`config.mk`:
```
export PLATFORM = sky130hd
export DESIGN_NAME = byte_budget_lru_directory_unit
export DESIGN_NICKNAME = d
export VERILOG_FILES = /design/src/bblru_pkg.sv /design/src/bblru_recency.sv /design/src/byte_budget_lru_directory_unit.sv
export VERILOG_INCLUDE_DIRS = /design/src /design/src/src
export SDC_FILE = /design/constraint.sdc
export NUM_CORES = 2
export LEC_CHECK = 0
export BUFFER_PORTS_ARGS = -buffer_cell sky130_fd_sc_hd__buf_2
export CORE_MARGIN = 10
export CORE_UTILIZATION = 64
export DETAILED_ROUTE_END_ITERATION = 8
export HOLD_SLACK_MARGIN = 0.03
export PLACE_DENSITY = 0.86
export SLEW_MARGIN = 0
export SYNTH_ARGS = -nofsm -noshare
export SYNTH_HDL_FRONTEND = slang
export SYNTH_SLANG_ARGS = --single-unit
```
`constraint.sdc`:
```
create_clock -name clock -period 16.1 [get_ports clock]
set_clock_uncertainty 0.2 [all_clocks]
set_input_delay 1.61 -clock clock [delete_from_list [all_inputs] [get_ports clock]]
set_output_delay 1.61 -clock clock [all_outputs]
set_load 0.005 [all_outputs]
```
`src/byte_budget_lru_directory_unit_assert.svh`:
```
// Assertion macros shared by the directory RTL.
`ifndef BYTE_BUDGET_LRU_DIRECTORY_UNIT_ASSERT_SVH
`define BYTE_BUDGET_LRU_DIRECTORY_UNIT_ASSERT_SVH

// Checks that the consequent holds in the same cycle as the antecedent.
`define BBLRU_ASSERT_SAME(label, clk, rst, ante, cons, msg) \
   label: assert property (@(posedge clk) disable iff (rst) (ante) |-> (cons)) \
      else $error(msg);

// Checks that the consequent holds in the cycle after the antecedent.
`define BBLRU_ASSERT_NEXT(label, clk, rst, ante, cons, msg) \
   label: assert property (@(posedge clk) disable iff (rst) (ante) |=> (cons)) \
      else $error(msg);

`endif

```
`src/bblru_pkg.sv`:
```
// Types, constants and codes of the byte budget LRU directory.
`timescale 1ns / 1ps
`default_nettype none
package bblru_pkg;

   localparam int ENTRIES    = 16;
   localparam int KEY_BITS   = 32;
   localparam int IDX_W      = $clog2(ENTRIES);
   localparam int RANK_W     = IDX_W;
   localparam int CNT_W      = $clog2(ENTRIES + 1);
   localparam int KEY_PORT_W = 32;
   localparam int KEY_W      = (KEY_BITS < KEY_PORT_W) ? KEY_BITS : KEY_PORT_W;
   localparam int SIZE_W     = 32;
   localparam int BYTES_W    = 41;
   localparam int FRAC_W     = 9;
   localparam int TARGET_W   = BYTES_W + FRAC_W;
   localparam int CSR_ADDR_W = 2;

   localparam logic [BYTES_W-1:0] CAP_RESET  = BYTES_W'(1024 * 1024 * 1024);
   localparam logic [FRAC_W-1:0]  FRAC_ONE   = FRAC_W'(256);
   localparam logic [FRAC_W-1:0]  FRAC_RESET = FRAC_ONE;

   localparam logic [CSR_ADDR_W-1:0] CSR_CAPACITY = CSR_ADDR_W'(0);
   localparam logic [CSR_ADDR_W-1:0] CSR_FRACTION = CSR_ADDR_W'(1);

   localparam logic [1:0] STATUS_OK      = 2'd0;
   localparam logic [1:0] STATUS_MISS    = 2'd1;
   localparam logic [1:0] STATUS_NO_ROOM = 2'd2;

   localparam logic KIND_EVICT  = 1'b0;
   localparam logic KIND_STATUS = 1'b1;

   typedef enum logic [1:0] {
      CMD_LOOKUP,
      CMD_INSERT,
      CMD_REMOVE,
      CMD_CLEANUP
   } cmd_type;

   typedef enum logic [1:0] {
      REC_NONE,
      REC_TOUCH,
      REC_DROP,
      REC_PUSH
   } rec_op_type;

   typedef enum logic [2:0] {
      ST_IDLE,
      ST_SCAN,
      ST_DECIDE,
      ST_EVICT_CHECK,
      ST_EVICT_EMIT,
      ST_INSERT
   } state_type;

   typedef struct packed {
      rec_op_type       op;
      logic [IDX_W-1:0] idx;
   } rec_cmd_type;

   typedef struct packed {
      logic [ENTRIES-1:0] valid;
      logic [CNT_W-1:0]   count;
      logic [IDX_W-1:0]   oldest;
      logic [IDX_W-1:0]   free_idx;
   } rec_stat_type;

endpackage
`default_nettype wire

```
`src/bblru_recency.sv`:
```
// Valid bits, recency ranks and occupancy count of the directory entries.
`timescale 1ns / 1ps
`default_nettype none
module bblru_recency (
   input  wire logic                   clock,
   input  wire logic                   reset,
   input  wire bblru_pkg::rec_cmd_type rec_cmd,
   output bblru_pkg::rec_stat_type     rec_stat
);

   logic [bblru_pkg::ENTRIES-1:0] valid_ff;
   logic [bblru_pkg::ENTRIES-1:0] valid_in;
   logic [bblru_pkg::RANK_W-1:0]  rank_ff [bblru_pkg::ENTRIES];
   logic [bblru_pkg::RANK_W-1:0]  rank_in [bblru_pkg::ENTRIES];
   logic [bblru_pkg::CNT_W-1:0]   count_ff;
   logic [bblru_pkg::CNT_W-1:0]   count_in;
   logic [bblru_pkg::RANK_W-1:0]  ref_rank;
   logic [bblru_pkg::CNT_W-1:0]   oldest_rank;
   logic [bblru_pkg::IDX_W-1:0]   oldest_idx;
   logic [bblru_pkg::IDX_W-1:0]   free_idx;

   assign ref_rank    = rank_ff[rec_cmd.idx];
   assign oldest_rank = count_ff - bblru_pkg::CNT_W'(1);

   always_comb begin
      valid_in = valid_ff;
      rank_in  = rank_ff;
      count_in = count_ff;
      unique case (rec_cmd.op)
         bblru_pkg::REC_TOUCH: begin
            for (int j = 0; j < bblru_pkg::ENTRIES; j++) begin
               if (valid_ff[j] && (j != int'(rec_cmd.idx)) && (rank_ff[j] < ref_rank)) begin
                  rank_in[j] = rank_ff[j] + bblru_pkg::RANK_W'(1);
               end
            end
            rank_in[rec_cmd.idx] = '0;
         end
         bblru_pkg::REC_DROP: begin
            for (int j = 0; j < bblru_pkg::ENTRIES; j++) begin
               if (valid_ff[j] && (j != int'(rec_cmd.idx)) && (rank_ff[j] > ref_rank)) begin
                  rank_in[j] = rank_ff[j] - bblru_pkg::RANK_W'(1);
               end
            end
            valid_in[rec_cmd.idx] = 1'b0;
            rank_in[rec_cmd.idx]  = '0;
            count_in              = count_ff - bblru_pkg::CNT_W'(1);
         end
         bblru_pkg::REC_PUSH: begin
            for (int j = 0; j < bblru_pkg::ENTRIES; j++) begin
               if (valid_ff[j]) begin
                  rank_in[j] = rank_ff[j] + bblru_pkg::RANK_W'(1);
               end
            end
            valid_in[rec_cmd.idx] = 1'b1;
            rank_in[rec_cmd.idx]  = '0;
            count_in              = count_ff + bblru_pkg::CNT_W'(1);
         end
         default: begin
         end
      endcase
   end

   // The oldest entry carries the highest rank, which is one below the count.
   always_comb begin
      oldest_idx = '0;
      free_idx   = '0;
      for (int j = bblru_pkg::ENTRIES - 1; j >= 0; j--) begin
         if (valid_ff[j] && (bblru_pkg::CNT_W'(rank_ff[j]) == oldest_rank)) begin
            oldest_idx = bblru_pkg::IDX_W'(j);
         end
         if (!valid_ff[j]) begin
            free_idx = bblru_pkg::IDX_W'(j);
         end
      end
   end

   always_ff @(posedge clock) begin
      if (reset) begin
         valid_ff <= '0;
         count_ff <= '0;
         for (int j = 0; j < bblru_pkg::ENTRIES; j++) begin
            rank_ff[j] <= '0;
         end
      end else begin
         valid_ff <= valid_in;
         count_ff <= count_in;
         rank_ff  <= rank_in;
      end
   end

   assign rec_stat.valid    = valid_ff;
   assign rec_stat.count    = count_ff;
   assign rec_stat.oldest   = oldest_idx;
   assign rec_stat.free_idx = free_idx;

endmodule
`default_nettype wire

```
`src/byte_budget_lru_directory_unit.sv`:
```
// Top level of the byte budget LRU directory: sequencer, entry store and byte accounting.
//
//   Port group  Handshake              Carries
//   req_        req_valid / req_stall  cmd, key_id, item_size
//   rsp_        rsp_valid / rsp_stall  kind, out_key, out_size, status, total_bytes, last
//   csr_        csr_valid / csr_ready  register index and write data
//
// Lookup and remove search for the key by reading one entry per cycle from
// the single read port of the entry store, then decide and answer.
// Insert searches the same way, then evicts the oldest entries while the item does not fit
// the capacity and one more if the table is full; cleanup evicts while over its target.
// Reset clears all entries at once; no clearing pass is needed.
// A stalled result holds the sequencer only when it has a further item to show.
`timescale 1ns / 1ps
`default_nettype none
`include "byte_budget_lru_directory_unit_assert.svh"
module byte_budget_lru_directory_unit (
   input  wire logic                                clock,
   input  wire logic                                reset,
   input  wire logic                                req_valid,
   output logic                                     req_stall,
   input  wire logic [1:0]                          req_cmd,
   input  wire logic [bblru_pkg::KEY_PORT_W-1:0]    req_key_id,
   input  wire logic [bblru_pkg::SIZE_W-1:0]        req_item_size,
   output logic                                     rsp_valid,
   input  wire logic                                rsp_stall,
   output logic                                     rsp_kind,
   output logic [bblru_pkg::KEY_PORT_W-1:0]         rsp_out_key,
   output logic [bblru_pkg::SIZE_W-1:0]             rsp_out_size,
   output logic [1:0]                               rsp_status,
   output logic [bblru_pkg::BYTES_W-1:0]            rsp_total_bytes,
   output logic                                     rsp_last,
   input  wire logic                                csr_valid,
   output logic                                     csr_ready,
   input  wire logic [bblru_pkg::CSR_ADDR_W-1:0]    csr_index,
   input  wire logic [bblru_pkg::BYTES_W-1:0]       csr_wdata
);

   bblru_pkg::state_type             state_ff;
   bblru_pkg::state_type             state_in;
   logic [bblru_pkg::CNT_W-1:0]      scan_ff;
   logic [bblru_pkg::CNT_W-1:0]      scan_in;
   bblru_pkg::cmd_type               cmd_ff;
   logic [bblru_pkg::KEY_W-1:0]      key_ff;
   logic [bblru_pkg::SIZE_W-1:0]     size_ff;
   logic [bblru_pkg::BYTES_W-1:0]    cap_ff;
   logic [bblru_pkg::FRAC_W-1:0]     frac_ff;
   logic [bblru_pkg::FRAC_W-1:0]     frac_sat;
   logic [bblru_pkg::TARGET_W-1:0]   target_ff;
   logic [bblru_pkg::TARGET_W-1:0]   target_in;
   logic [bblru_pkg::BYTES_W-1:0]    held_ff;
   logic                             hit_ff;
   logic [bblru_pkg::IDX_W-1:0]      hit_idx_ff;
   logic [bblru_pkg::SIZE_W-1:0]     hit_size_ff;
   logic [bblru_pkg::IDX_W-1:0]      victim_ff;
   logic                             full_ff;
   logic                             full_in;
   logic                             victim_we;

   logic [bblru_pkg::KEY_W-1:0]      mem_key [bblru_pkg::ENTRIES];
   logic [bblru_pkg::SIZE_W-1:0]     mem_size [bblru_pkg::ENTRIES];
   logic [bblru_pkg::KEY_W-1:0]      mem_key_q;
   logic [bblru_pkg::SIZE_W-1:0]     mem_size_q;
   logic                             mem_we;
   logic                             rd_en;
   logic [bblru_pkg::IDX_W-1:0]      rd_addr;
   logic [bblru_pkg::IDX_W-1:0]      rd_idx_ff;
   logic                             rd_live_ff;
   logic                             key_match;

   logic [bblru_pkg::SIZE_W-1:0]     addsub_b;
   logic                             addsub_sub;
   logic [bblru_pkg::BYTES_W-1:0]    addsub_res;
   logic                             held_we;
   logic [bblru_pkg::BYTES_W:0]      ins_sum;
   logic [bblru_pkg::TARGET_W-1:0]   cmp_lhs;
   logic [bblru_pkg::TARGET_W-1:0]   cmp_rhs;
   logic                             over;

   bblru_pkg::rec_cmd_type           rec_cmd;
   bblru_pkg::rec_stat_type          rec_stat;

   logic                             rsp_valid_ff;
   logic                             rsp_kind_ff;
   logic                             rsp_kind_in;
   logic [bblru_pkg::KEY_PORT_W-1:0] rsp_key_ff;
   logic [bblru_pkg::KEY_PORT_W-1:0] rsp_key_in;
   logic [bblru_pkg::SIZE_W-1:0]     rsp_size_ff;
   logic [bblru_pkg::SIZE_W-1:0]     rsp_size_in;
   logic [1:0]                       rsp_status_ff;
   logic [1:0]                       rsp_status_in;
   logic [bblru_pkg::BYTES_W-1:0]    rsp_total_ff;
   logic [bblru_pkg::BYTES_W-1:0]    rsp_total_in;
   logic                             rsp_last_ff;
   logic                             rsp_last_in;
   logic                             load_rsp;
   logic                             out_free;

   bblru_recency u_recency (
      .clock    (clock),
      .reset    (reset),
      .rec_cmd  (rec_cmd),
      .rec_stat (rec_stat)
   );

   assign out_free  = !rsp_valid_ff || !rsp_stall;
   assign req_stall = (state_ff != bblru_pkg::ST_IDLE);
   assign csr_ready = 1'b1;

   // Byte accounting and budget comparison, shared by remove, insert and cleanup.
   assign addsub_res = addsub_sub ? (held_ff - bblru_pkg::BYTES_W'(addsub_b))
                                  : (held_ff + bblru_pkg::BYTES_W'(addsub_b));
   assign ins_sum    = (bblru_pkg::BYTES_W + 1)'(held_ff) + (bblru_pkg::BYTES_W + 1)'(size_ff);
   assign cmp_lhs    = (cmd_ff == bblru_pkg::CMD_INSERT) ? bblru_pkg::TARGET_W'(ins_sum)
                                                         : bblru_pkg::TARGET_W'({held_ff, 8'd0});
   assign cmp_rhs    = (cmd_ff == bblru_pkg::CMD_INSERT) ? bblru_pkg::TARGET_W'(cap_ff)
                                                         : target_ff;
   assign over       = (cmp_lhs > cmp_rhs);

   assign frac_sat  = (frac_ff > bblru_pkg::FRAC_ONE) ? bblru_pkg::FRAC_ONE : frac_ff;
   assign target_in = bblru_pkg::TARGET_W'(cap_ff) * bblru_pkg::TARGET_W'(frac_sat);

   assign key_match = rd_live_ff && rec_stat.valid[rd_idx_ff] && (mem_key_q == key_ff);

   always_comb begin
      state_in      = state_ff;
      scan_in       = scan_ff;
      full_in       = full_ff;
      victim_we     = 1'b0;
      rd_en         = 1'b0;
      rd_addr       = scan_ff[bblru_pkg::IDX_W-1:0];
      mem_we        = 1'b0;
      rec_cmd.op    = bblru_pkg::REC_NONE;
      rec_cmd.idx   = hit_idx_ff;
      addsub_b      = hit_size_ff;
      addsub_sub    = 1'b1;
      held_we       = 1'b0;
      load_rsp      = 1'b0;
      rsp_kind_in   = bblru_pkg::KIND_STATUS;
      rsp_key_in    = bblru_pkg::KEY_PORT_W'(key_ff);
      rsp_size_in   = '0;
      rsp_status_in = bblru_pkg::STATUS_OK;
      rsp_last_in   = 1'b1;
      unique case (state_ff)
         bblru_pkg::ST_IDLE: begin
            full_in = 1'b0;
            scan_in = '0;
            if (req_valid) begin
               if (bblru_pkg::cmd_type'(req_cmd) == bblru_pkg::CMD_CLEANUP) begin
                  state_in = bblru_pkg::ST_EVICT_CHECK;
               end else begin
                  state_in = bblru_pkg::ST_SCAN;
               end
            end
         end
         bblru_pkg::ST_SCAN: begin
            if (scan_ff < bblru_pkg::CNT_W'(bblru_pkg::ENTRIES)) begin
               rd_en   = 1'b1;
               scan_in = scan_ff + bblru_pkg::CNT_W'(1);
            end else begin
               state_in = bblru_pkg::ST_DECIDE;
            end
         end
         bblru_pkg::ST_DECIDE: begin
            case (cmd_ff)
               bblru_pkg::CMD_LOOKUP: begin
                  if (out_free) begin
                     load_rsp = 1'b1;
                     state_in = bblru_pkg::ST_IDLE;
                     if (hit_ff) begin
                        rec_cmd.op  = bblru_pkg::REC_TOUCH;
                        rsp_size_in = hit_size_ff;
                     end else begin
                        rsp_status_in = bblru_pkg::STATUS_MISS;
                     end
                  end
               end
               bblru_pkg::CMD_REMOVE: begin
                  if (out_free) begin
                     load_rsp = 1'b1;
                     state_in = bblru_pkg::ST_IDLE;
                     if (hit_ff) begin
                        rec_cmd.op  = bblru_pkg::REC_DROP;
                        held_we     = 1'b1;
                        rsp_size_in = hit_size_ff;
                     end else begin
                        rsp_status_in = bblru_pkg::STATUS_MISS;
                     end
                  end
               end
               default: begin
                  // A key already present is replaced, so its old entry goes silently.
                  if (hit_ff) begin
                     rec_cmd.op = bblru_pkg::REC_DROP;
                     held_we    = 1'b1;
                  end
                  state_in = bblru_pkg::ST_EVICT_CHECK;
               end
            endcase
         end
         bblru_pkg::ST_EVICT_CHECK: begin
            if ((rec_stat.count != '0) && over) begin
               rd_en     = 1'b1;
               rd_addr   = rec_stat.oldest;
               victim_we = 1'b1;
               state_in  = bblru_pkg::ST_EVICT_EMIT;
            end else if (cmd_ff != bblru_pkg::CMD_INSERT) begin
               if (out_free) begin
                  load_rsp = 1'b1;
                  state_in = bblru_pkg::ST_IDLE;
               end
            end else if (over) begin
               if (out_free) begin
                  load_rsp      = 1'b1;
                  rsp_status_in = bblru_pkg::STATUS_NO_ROOM;
                  state_in      = bblru_pkg::ST_IDLE;
               end
            end else if (rec_stat.count == bblru_pkg::CNT_W'(bblru_pkg::ENTRIES)) begin
               rd_en     = 1'b1;
               rd_addr   = rec_stat.oldest;
               victim_we = 1'b1;
               full_in   = 1'b1;
               state_in  = bblru_pkg::ST_EVICT_EMIT;
            end else begin
               state_in = bblru_pkg::ST_INSERT;
            end
         end
         bblru_pkg::ST_EVICT_EMIT: begin
            addsub_b = mem_size_q;
            if (out_free) begin
               load_rsp      = 1'b1;
               rsp_kind_in   = bblru_pkg::KIND_EVICT;
               rsp_key_in    = bblru_pkg::KEY_PORT_W'(mem_key_q);
               rsp_size_in   = mem_size_q;
               rsp_last_in   = 1'b0;
               held_we       = 1'b1;
               rec_cmd.op    = bblru_pkg::REC_DROP;
               rec_cmd.idx   = victim_ff;
               full_in       = 1'b0;
               state_in      = full_ff ? bblru_pkg::ST_INSERT : bblru_pkg::ST_EVICT_CHECK;
            end
         end
         bblru_pkg::ST_INSERT: begin
            addsub_b    = size_ff;
            addsub_sub  = 1'b0;
            rec_cmd.idx = rec_stat.free_idx;
            if (out_free) begin
               load_rsp   = 1'b1;
               held_we    = 1'b1;
               mem_we     = 1'b1;
               rec_cmd.op = bblru_pkg::REC_PUSH;
               state_in   = bblru_pkg::ST_IDLE;
            end
         end
         default: begin
            state_in = bblru_pkg::ST_IDLE;
         end
      endcase
      rsp_total_in = held_we ? addsub_res : held_ff;
   end

   always_ff @(posedge clock) begin
      if (reset) begin
         state_ff     <= bblru_pkg::ST_IDLE;
         scan_ff      <= '0;
         full_ff      <= 1'b0;
         hit_ff       <= 1'b0;
         rd_live_ff   <= 1'b0;
         held_ff      <= '0;
         cap_ff       <= bblru_pkg::CAP_RESET;
         frac_ff      <= bblru_pkg::FRAC_RESET;
         rsp_valid_ff <= 1'b0;
      end else begin
         state_ff   <= state_in;
         scan_ff    <= scan_in;
         full_ff    <= full_in;
         rd_live_ff <= rd_en && (state_ff == bblru_pkg::ST_SCAN);
         if (state_ff == bblru_pkg::ST_IDLE) begin
            hit_ff <= 1'b0;
         end else if ((state_ff == bblru_pkg::ST_SCAN) && key_match) begin
            hit_ff <= 1'b1;
         end
         if (held_we) begin
            held_ff <= addsub_res;
         end
         if (csr_valid) begin
            unique case (csr_index)
               bblru_pkg::CSR_CAPACITY: cap_ff <= csr_wdata;
               bblru_pkg::CSR_FRACTION: frac_ff <= csr_wdata[bblru_pkg::FRAC_W-1:0];
               default: begin
               end
            endcase
         end
         if (load_rsp) begin
            rsp_valid_ff <= 1'b1;
         end else if (!rsp_stall) begin
            rsp_valid_ff <= 1'b0;
         end
      end
   end

   always_ff @(posedge clock) begin
      if (req_valid && !req_stall) begin
         cmd_ff    <= bblru_pkg::cmd_type'(req_cmd);
         key_ff    <= req_key_id[bblru_pkg::KEY_W-1:0];
         size_ff   <= req_item_size;
         target_ff <= target_in;
      end
      if ((state_ff == bblru_pkg::ST_SCAN) && key_match) begin
         hit_idx_ff  <= rd_idx_ff;
         hit_size_ff <= mem_size_q;
      end
      if (victim_we) begin
         victim_ff <= rec_stat.oldest;
      end
      if (load_rsp) begin
         rsp_kind_ff   <= rsp_kind_in;
         rsp_key_ff    <= rsp_key_in;
         rsp_size_ff   <= rsp_size_in;
         rsp_status_ff <= rsp_status_in;
         rsp_total_ff  <= rsp_total_in;
         rsp_last_ff   <= rsp_last_in;
      end
   end

   always_ff @(posedge clock) begin
      if (mem_we) begin
         mem_key[rec_stat.free_idx]  <= key_ff;
         mem_size[rec_stat.free_idx] <= size_ff;
      end
      if (rd_en) begin
         mem_key_q  <= mem_key[rd_addr];
         mem_size_q <= mem_size[rd_addr];
         rd_idx_ff  <= rd_addr;
      end
   end

   assign rsp_valid       = rsp_valid_ff;
   assign rsp_kind        = rsp_kind_ff;
   assign rsp_out_key     = rsp_key_ff;
   assign rsp_out_size    = rsp_size_ff;
   assign rsp_status      = rsp_status_ff;
   assign rsp_total_bytes = rsp_total_ff;
   assign rsp_last        = rsp_last_ff;

   `BBLRU_ASSERT_NEXT(a_accept_leaves_idle, clock, reset, req_valid && !req_stall, state_ff != bblru_pkg::ST_IDLE, "accepted item did not start the sequencer")
   `BBLRU_ASSERT_SAME(a_count_matches_valid, clock, reset, 1'b1, $countones(rec_stat.valid) == int'(rec_stat.count), "entry count differs from valid bits")
   `BBLRU_ASSERT_SAME(a_oldest_is_valid, clock, reset, rec_stat.count != '0, rec_stat.valid[rec_stat.oldest], "oldest entry is not valid")
   `BBLRU_ASSERT_SAME(a_report_not_last, clock, reset, rsp_valid && (rsp_kind == bblru_pkg::KIND_EVICT), !rsp_last && (rsp_status == bblru_pkg::STATUS_OK), "eviction item marked as final")
   `BBLRU_ASSERT_NEXT(a_evict_drops_one, clock, reset, (state_ff == bblru_pkg::ST_EVICT_EMIT) && out_free, rec_stat.count + bblru_pkg::CNT_W'(1) == $past(rec_stat.count), "eviction did not free exactly one entry")

endmodule
`default_nettype wire
```
==> impl_metrics.tcl <==
set metrics [dict create \
    ys_warn_count 0 \
    fin_tns_setup_ns 0 \
    cts_tree "built" \
    ys.flop_type "edfxtp_1" \
    r2r_end "mem_size_q[6]" \
    max_clock_freq_ghz 0.0898 \
    synthCells 7589 \
    routed_via_density 7.06 \
    grt_pass1_wl_mm 394 \
    nNetsFinal 8222 \
    drt-initial-drc-count 9440 \
    die_w_um 390 \
    reg2reg_depth 28 \
    min_period_ns 11.13 \
    fin_hold_ws_ns 0.286 \
    pin_count 226 \
    maxCapViolCount 1 \
    ant_nets 0 \
    power.density_mw_per_mm2 99.1 \
    final-hold-violation-count 0 \
    grt_overflow_total 0 \
    synth_edf_count 1356 \
    final_cell_mix "edfxtp_1 (1,356), nand2_1 (837), inv_1 (668)" \
    syn-cell-area_mm2 0.0876 \
    crit_end "mem_size_q[6]" \
    slowest_delay_ns 0.90 \
    critPathBufInv 5 \
    fin_crit_sh_pct 69.2 \
    r2r_slack_ns 4.97 \
    violations "capacitance limit, slew limit" \
    port_buffers 224 \
    outcome "finished with violations" \
    layout.cells.non_filler 9452 \
    startpoint "size_ff[0]" \
    crit_type "reg -> reg" \
    grt_setup_unrepaired "false" \
    slew_headroom_pct -3.92 \
    cts_setup_buffers 0 \
    ys_types 101 \
    clk_transition_reported_paths_ns 0.07 \
    drv_slew 3 \
    peakVddDrop_v 0.0000974 \
    track_usage_pct 33.4 \
    worst_setup_path_start_kind "register" \
    drtPass1Iterations 9 \
    hpwlAfterDp_mm 157 \
    start_util_pct 64.6 \
    drc 0 \
    layout-drive-gt1-share_pct 10.3 \
    dp.cells 9159 \
    die_height_um 390 \
    cts_resized 0 \
    cp_data_required_time_ns 16.44 \
    ctsRootBufferMaster "clkbuf_16" \
    clock_latency_ns 0.83 \
    power_leakage_uw 0.0374 \
    cts-root-to-sink-buffers 3 \
    die_area_mm2 0.152 \
    grt_pass1_vias 65600 \
    ys_ff_latch 1544 \
    fillers 8872 \
    tightestPinTransition_ns 1.54 \
    cp.depth 28 \
    wl_mm 262 \
    postSynth.asyncResetShare_pct 0 \
    area_growth_pct 8.58 \
    synth_nets 8273 \
    num_rows 135 \
    setup_viol 0 \
    reg2reg_from "size_ff[0]" \
    vias 66800 \
    grt_max_degree 194 \
    crit_arrival_ns 11.47 \
    antenna_found_initial 15 \
    worst_hold_path_type "reg -> reg" \
    avgSynthCellArea_um2 11.5 \
    cts_sinks 1544 \
    cts_buffers 158 \
    crit_family "compound AO/OA/AOI/OAI gates" \
    slowest_stage "buf_4" \
    wl_per_cell_um 27.7 \
    mostFrequentLayoutCell "edfxtp_1" \
    crit_fanout 193 \
    endpoint_kind "register" \
    yosysSeqAreaShare_pct 50.8 \
    core_mm2 0.136 \
    place_congestion 0.978 \
    hold_buffers 0 \
    power_uw 9430 \
    cts.htree.levels 4 \
]
==> routing by layer <==
metal	GRT usage [%]	vias to the layer above	share of wire (%)
met5	0	-	0.035
met4	18.4	12	6.2
met3	9.82	1151	14
met2	50.8	5347	45
met1	42.9	32100	35
li1	-	28100	-
==> registers in the layout (all words and copies together), names as in the netlist, 5 cells and up, named ones only <==
name and flops:
cap_ff 41, frac_ff 9, held_ff 41, hit_size_ff 32, key_ff 32, mem_key 512
mem_key_q 32, mem_size 512, mem_size_q 32, rsp_out_key 32, rsp_out_size 32, rsp_total_bytes 41
scan_ff 5, size_ff 32, target_ff 50, u_recency.count_ff 5, u_recency.rank_ff 64
==> cell type report <==
class	instances	area (um2)	share of cell area [%]
multi-input cells	4833	38900	40.9
well taps	1781	2230	2.34
flip-flops and latches	1544	44500	46.8
clock buffers	214	4330	4.55
clock inverters	67	672	0.706
inverters	671	2530	2.66
diodes	12	30.0	0.0316
repair buffers	330	1980	2.08
==> kinds of logic (layout without fill, tap and decap cells) <==
family	count (synthesis)	count (layout)	share of synthesized area, %
DFF	1544	1544	50.8
muxes	485	485	5.92
AOI/OAI and AO/OA	1857	1857	16.0
xor gates and xnor gates	248	248	2.69
adders and majority gates	570	570	10.5
and+or+nand+nor	1672	1672	8.83
other	1	13	0.00428
buffers and inverters	1212	1282	5.30
==> worst min-delay path by stage <==
stage          cells past startpoint    startpoint            end
2_1_floorplan                      2     cap_ff[0]      cap_ff[0]
3_3_place_gp                       2    frac_ff[4]     frac_ff[4]
3_5_place_dp                       0  rd_idx_ff[3]  hit_idx_ff[3]
4_1_cts                            0  rd_idx_ff[3]  hit_idx_ff[3]
5_1_grt                            0  rd_idx_ff[3]  hit_idx_ff[3]
6_report                           0  rd_idx_ff[3]  hit_idx_ff[3]
==> synth_stat cells (all sizes together), types with 25 or more instances <==
master	instances	share of area [%]
edfxtp	1356	46
nand2	839	3.6
inv	671	2.9
clkbuf	438	1.9
a21oi	326	1.9
ha	294	4.2
mux2i	277	3.2
fa	276	6.3
nor2	253	1.1
o21ai	250	1.4
mux2	203	2.6
o2111ai	198	2.0
o221ai	198	2.0
o211a	196	2.2
dfxtp	188	4.3
xor2	122	1.2
xnor2	114	1.2
buf	103	0.55
a21o	97	0.83
and2	85	0.61
nand4	82	0.59
nand3	81	0.46
a211oi	72	0.63
a2111o	71	0.91
nor3	68	0.41
a31oi	67	0.48
nor2b	42	0.30
nand2b	40	0.29
nor4	39	0.29
a22o	36	0.36
and3	36	0.26
a221oi	34	0.34
o21a	34	0.29
o31ai	34	0.29
o211ai	31	0.27
or3	25	0.18
==> metrics by stage <==
stage	util, %	instance area (um2)	setup WS [ns]
finish	70.1	95100	4.97
global route	70.1	95100	4.30
CTS	70.1	95100	5.04
detailed placement	66.4	90100	5.19
global placement	66.4	90100	5.43
floorplan	-	87600	2.29
==> report_power, final <==
group / switching (uW) / internal, uW / total (uW)
registers: 238 / 4600 / 4840
clock network: 1610 / 1980 / 3590
logic: 659 / 333 / 992
total: 2510 / 6920 / 9430
(Power assumes the default switching activity.)
